**src/first_order_ladrc_controller_core_defines.svh**
```systemverilog
// shared assertion macros
`ifndef FIRST_ORDER_LADRC_CONTROLLER_CORE_DEFINES_SVH
`define FIRST_ORDER_LADRC_CONTROLLER_CORE_DEFINES_SVH

// property must hold while out of reset
`define FOLC_ASSERT(label, prop, msg) \
  label: assert property (@(posedge clk_i) disable iff (!rst_ni) (prop)) else $error(msg);

// implication form
`define FOLC_ASSERT_IMP(label, ante, cons, msg) \
  label: assert property (@(posedge clk_i) disable iff (!rst_ni) (ante) |-> (cons)) \
    else $error(msg);

`endif

```
**src/folc_pkg.sv**
```systemverilog
package folc_pkg;

  localparam int QW = 32;
  localparam logic signed [QW-1:0] Q_MAX = 32'sh7fffffff;
  localparam logic signed [QW-1:0] Q_MIN = 32'sh80000000;

  typedef enum logic [2:0] {
    REG_WC  = 3'd0,
    REG_WO  = 3'd1,
    REG_B0  = 3'd2,
    REG_DT  = 3'd3,
    REG_LIM = 3'd4
  } reg_idx_e;

  // sequencer steps, one per datapath operation
  typedef enum logic [4:0] {
    ST_IDLE,
    ST_G1,
    ST_G2,
    ST_ERR,
    ST_BU,
    ST_G1E,
    ST_DZ1,
    ST_G2E,
    ST_DZ2,
    ST_Z1,
    ST_Z2,
    ST_SPE,
    ST_U0,
    ST_NUM,
    ST_DIV,
    ST_FIN,
    ST_OUT
  } state_e;

  // multiply modes
  typedef enum logic [1:0] {
    MM_Q16,
    MM_DT
  } mul_mode_e;

  typedef struct packed {
    state_e step;
    logic   start_div;
    logic   in_take;
  } dp_cmd_t;

  typedef struct packed {
    logic div_done;
  } dp_sts_t;

  function automatic logic signed [QW-1:0] sat64(input logic signed [65:0] v);
    logic signed [65:0] hi;
    logic signed [65:0] lo;
    hi = 66'(Q_MAX);
    lo = 66'(Q_MIN);
    if (v > hi) begin
      return Q_MAX;
    end else if (v < lo) begin
      return Q_MIN;
    end
    return v[QW-1:0];
  endfunction

endpackage

```
**src/folc_ctrl.sv**
```systemverilog
module folc_ctrl (
  input  logic                    clk_i,
  input  logic                    rst_ni,
  input  logic                    in_valid_i,
  output logic                    in_ready_o,
  output logic                    out_valid_o,
  input  logic                    out_ready_i,
  output folc_pkg::dp_cmd_t       cmd_o,
  input  folc_pkg::dp_sts_t       sts_i
);
  import folc_pkg::*;
  `include "first_order_ladrc_controller_core_defines.svh"

  state_e state_q, state_d;

  always_comb begin
    state_d = state_q;
    case (state_q)
      ST_IDLE: if (in_valid_i) state_d = ST_G1;
      ST_G1:   state_d = ST_G2;
      ST_G2:   state_d = ST_ERR;
      ST_ERR:  state_d = ST_BU;
      ST_BU:   state_d = ST_G1E;
      ST_G1E:  state_d = ST_DZ1;
      ST_DZ1:  state_d = ST_G2E;
      ST_G2E:  state_d = ST_DZ2;
      ST_DZ2:  state_d = ST_Z1;
      ST_Z1:   state_d = ST_Z2;
      ST_Z2:   state_d = ST_SPE;
      ST_SPE:  state_d = ST_U0;
      ST_U0:   state_d = ST_NUM;
      ST_NUM:  state_d = ST_DIV;
      ST_DIV:  if (sts_i.div_done) state_d = ST_FIN;
      ST_FIN:  state_d = ST_OUT;
      ST_OUT:  if (out_ready_i) state_d = ST_IDLE;
      default: state_d = ST_IDLE;
    endcase
  end

  always_comb begin
    cmd_o.step = state_q;
    cmd_o.in_take = (state_q == ST_IDLE) && in_valid_i;
    cmd_o.start_div = (state_q == ST_NUM);
    in_ready_o = (state_q == ST_IDLE);
    out_valid_o = (state_q == ST_OUT);
    // hold result until divider finishes
    if (state_q == ST_DIV && !sts_i.div_done) begin
      cmd_o.step = ST_IDLE;
    end
  end

  always_ff @(posedge clk_i or negedge rst_ni) begin
    if (!rst_ni) begin
      state_q <= ST_IDLE;
    end else begin
      state_q <= state_d;
    end
  end

  `FOLC_ASSERT(a_no_dual, !(in_ready_o && out_valid_o), "ready and valid together")
  `FOLC_ASSERT_IMP(a_div_start, state_q == ST_NUM, ##1 state_q == ST_DIV, "divider not entered")
  `FOLC_ASSERT_IMP(a_out_hold, out_valid_o && !out_ready_i, ##1 out_valid_o, "result dropped")
  `FOLC_ASSERT_IMP(a_done_div, sts_i.div_done, state_q == ST_DIV, "stray divider done")

endmodule

```
**config.mk**
```make
export PLATFORM = sky130hd
export DESIGN_NAME = folc_ctrl
export DESIGN_NICKNAME = d
export VERILOG_FILES = /design/src/folc_pkg.sv /design/src/folc_ctrl.sv
export VERILOG_INCLUDE_DIRS = /design/src /design/src/src
export SDC_FILE = /design/constraint.sdc
export NUM_CORES = 1
export LEC_CHECK = 0
export ABC_AREA = 0
export ABC_CLOCK_PERIOD_IN_PS = 1890
export BUFFER_PORTS_ARGS = -buffer_cell sky130_fd_sc_hd__clkbuf_2
export CELL_PAD_IN_SITES_DETAIL_PLACEMENT = 1
export CELL_PAD_IN_SITES_GLOBAL_PLACEMENT = 1
export CORE_AREA = 2 2 39 41
export CTS_CLUSTER_DIAMETER = 150
export CTS_CLUSTER_SIZE = 10
export DETAILED_ROUTE_END_ITERATION = 8
export DIE_AREA = 0 0 41 43
export GPL_ROUTABILITY_DRIVEN = 0
export GPL_TIMING_DRIVEN = 0
export PLACE_DENSITY_LB_ADDON = 0.1
export SLEW_MARGIN = 25
export SYNTH_ARGS = -nofsm -noshare
export SYNTH_HDL_FRONTEND = slang
export SYNTH_SLANG_ARGS = --single-unit
```
**constraint.sdc**
```tcl
create_clock -name clk_i -period 1.89 [get_ports clk_i]
set_input_delay 0.0945 -clock clk_i [delete_from_list [all_inputs] [get_ports clk_i]]
set_output_delay 0.0945 -clock clk_i [all_outputs]
set_load 0.05 [all_outputs]
```
After elaboration in Yosys (flattened, before gate mapping)
Index checks and enable logic that the tools add are counted.
{ "totals": {"regBits": 5, "out_inout_bits": 9, "elab_cells": 30, "inputBits": 5} }
{ "classes": {"n_eq_ne": 19, "n_mux": 5, "n_reduce_logical": 5} }
{ "op_table": {"columns": ["cell", "count"], "rows": [
  ["5-bit one-hot mux with 17 select lines", 1],
  ["5-bit by 4-bit equality test with 1-bit output (second input constant)", 8],
  ["5-bit by 3-bit equality test with 1-bit output (second input constant)", 4],
  ["5-bit 2-to-1 mux", 4],
  ["5-bit by 2-bit equality test with 1-bit output (second input constant)", 2],
  ["5-bit by 1-bit equality test with 1-bit output (second input constant)", 1],
  ["5-bit equality test (second input constant)", 1],
  ["5-bit logical NOT", 1],
  ["2-bit inequality test (second input constant)", 2],
  ["3-bit AND reduction", 1],
  ["1-bit logical AND", 2],
  ["2-bit by 1-bit inequality test with 1-bit output (second input constant)", 1],
  ["1-bit logical NOT", 1]
]} }

Depth between registers and ports, before layout
{ "logic_depth": {"word_depth": 3, "ltp_mapped": 4, "ltp_nobuf": 3} }

Worst setup path before layout
OpenSTA, ideal clock, no wires.
{ "synth_path": {"kind": "register to output", "from": "register state_q[3]", "to": "output port cmd_o[0] (netlist name)", "t_required_ns": 1.796, "path_slack_ns": -0.649, "t_arrival_ns": 2.445, "n_path_buf": 0, "stages_incl_launch_ff": 4, "cell_sequence": "dfrtp_1 or3_4 nor3_1 and2_1"} }
{ "synth_rtl": {"columns": ["item", "line_no", "rtl"], "rows": [
  ["start: declaration", "folc_ctrl.sv:14", "state_e state_q, state_d;"],
  ["start signal: assignment", "folc_ctrl.sv:56", "state_q <= state_d;"],
  ["end: declaration", "folc_ctrl.sv:8", "output folc_pkg::dp_cmd_t cmd_o,"]
]} }

==> key figures <==
Outcome
  • Outcome: finished, final reports clean

GRT
  • Vias in the first global route: 275
  • First-pass GRT wire length: 1.17 mm
  • Pin count of the biggest net entering global routing: 10
  • Total GRT Usage: a little over 10%
  • Grt ovf: 0
  • Initial antenna violation count: 0

Critical path
  • Kind of critical path: reg2out
  • Worst setup SP type: flip-flop
  • Crit path DAT: 1.68 ns
  • Worst setup EP type: output port
  • WP data required: 1.80 ns
  • CP max FO: 9

Clock network
  • Clk Tree Root Cell: clkbuf_4
  • Worst-path clk slew: 0.04 ns
  • CTS H-tree lvls: 1
  • Max Root-Sink Buffers: 2
  • Clk Latency, worst-skew pair: 0.23 ns
  • TritonCTS buffer count: 3
  • Clk sink count: 5
  • CTS tree: done

STA
  • Slew Limit Fails: 0
  • Worst Clk Skew: about 0.0009 ns
  • Max Clk Rate: 0.563 GHz
  • Worst-margin pin slew: 0.278 ns
  • Max-slew headroom: 81.5%
  • Final Setup Violations: 0
  • Tmin final: 1.78 ns
  • RSZ-0062 raised after global routing: no
  • Hold Vio Cnt, Final: 0
  • Ratio of final minimum period to clock period: 94.0%

Place
  • Port bufs: 13
  • DP Wirelength: 601 um

Synth
  • Most common cell in the synthesized netlist: dfrtp_1
  • Synth Instances: 32
  • Syn_area_per_cell: 8.95 sq um
  • Share of flip-flops with an asynchronous set or reset: 100%
  • Sequential fraction of the synthesis area: between 40% and 50%
  • Primary FF master, synth: dfrtp_1
  • Post-synth top area share: 43.7%
  • Unique masters post-synth: 17
  • Leading area contributor after synthesis: dfrtp_1
  • FF+latch count, synth: 5
  • Synth warnings: 0
  • EDFF count, synth: 0
  • Post-synth top cells: 5 x dfrtp_1, 4 x and2_1, 4 x clkbuf_1, 4 x nor2_1
  • Post-Syn Nets: 37
  • Cell area after synthesis: ~290 sq um
  • Synth area leaders: dfrtp_1 44%, and2_1 8.7%, xor2_1 6.1%

Die
  • Die Height: 43 um
  • Die area: 1760 sq um
  • Core ar.: 1380 sq um
  • # rows: 14
  • Initial Util: 20.7%
  • Horiz. Die Dim: 41 um
  • Ports: 14

Cells and area
  • Core Util, Final: 30.5%
  • N_diodes: 0
  • Final net count: 55
  • Area Overhead vs Synth: 47.2%
  • Multi-input gate area: approximately 150 sq um
  • # fillers: 172
  • Max reg flops: 5
  • Most flop-heavy register: state_q
  • Biggest regs: state_q: 5 flops
  • Register area: 126 sq um
  • Layout cells sized above 1: 40.8%

Routing
  • ANT nets after route: 0
  • Via density: 4.23
  • Final WL: 713 um
  • Routed WL per cell: 11.0 um
  • Detailed router's first-iteration violation count: 1
  • First-pass DRT Iterations: 3
  • Drt drc: 0
  • Via count: between 200 and 300

Run
  • Max-Cap Viols: 0

Min path
  • Worst hold path type: in2reg
final cells by class:
cell class | count | share of cell area (%)
plain buffers | 2 | 1.78
clock buffers | 4 | 6.23
flip-flops and latches | 5 | 30.0
well taps | 16 | 4.75
multi-input cells | 23 | 35.9
repair buffers | 15 | 21.4
kinds of logic (layout without fill, tap and decap cells):
| group | after synthesis | in the layout | share of synthesized area, % |
|---|---|---|---|
| AOI/OAI and AO/OA | 3 | 3 | 6.98 |
| xor gates and xnor gates | 2 | 2 | 6.11 |
| buffers and inverters | 4 | 21 | 5.24 |
| DFF | 5 | 5 | 43.7 |
| and+or+nand+nor | 18 | 18 | 38.0 |
cell usage in the layout (no fill, tap or decap):
master and count:
dfrtp_2 1, dfrtp_1 4, nor2_1 4, or4b_1 1, clkbuf_1 3, and2_1 4, xor2_1 2, nor3_2 1
dlygate4sd3_1 1, nand2_1 1, clkbuf_4 6, nor3b_1 1, nand3b_1 1, clkbuf_2 10, nand2b_1 2, o21ai_0 1
buf_4 1, or3_1 1, o211a_1 1, or3_4 1, a21oi_1 1, nand3_1 1
critical path, stage by stage (launching register included):
cell and delay, ns:
dfrtp_2 0.46, nand3b_1 0.19, or3_1 0.41, and2_1 0.19, clkbuf_4 0.20
stage by stage:
step	cell area [sq um]	setup slack, ns	cells	setup TNS [ns]	hold slack, ns
after global routing	422	0.0128	65	0	0.152
final	422	0.113	65	0	0.139
after CTS	424	0.0302	66	0	0.141
after global placement	377	0.198	61	0	-0.0880
after detailed placement	377	0.184	61	0	-0.0850
after floorplan	292	-0.173	32	-0.335	-0.201
final timing paths:
check | start | endpoint | slack, ns | depth (start not counted)
worst min-delay path | in_valid_i | state_q[0]$_DFFE_PN0P_ | 0.14 | 2
worst min register to register | state_q[4]$_DFFE_PN0P_ | state_q[3]$_DFFE_PN0P_ | 0.55 | 1
worst max register to register | state_q[3]$_DFFE_PN0P_ | state_q[4]$_DFFE_PN0P_ | 0.40 | 3
worst max-delay path | state_q[4]$_DFFE_PN0P_ | cmd_o[3] | 0.11 | 4
min in group asynchronous | rst_ni | state_q[0]$_DFFE_PN0P_ | 0.21 | 2
max in group asynchronous | rst_ni | state_q[4]$_DFFE_PN0P_ | 1.54 | 2
metal layers:
layer  share of wire [%]  GRT usage (%)
met5                   0              0
met4                   0           8.00
met3                 4.6           1.57
met2                  55           14.4
met1                  40           12.8
repair_timing:
action	CTS	global route
hold endpoints to repair	5	0
endpoints found under the setup margin	3	3
setup buffers	1	0
hold buffers	1	0
resized for setup	3	1
Power is left out: the tool's default activity adds up to more than one toggle a clock period on the data nets, which glitch-free logic cannot reach.
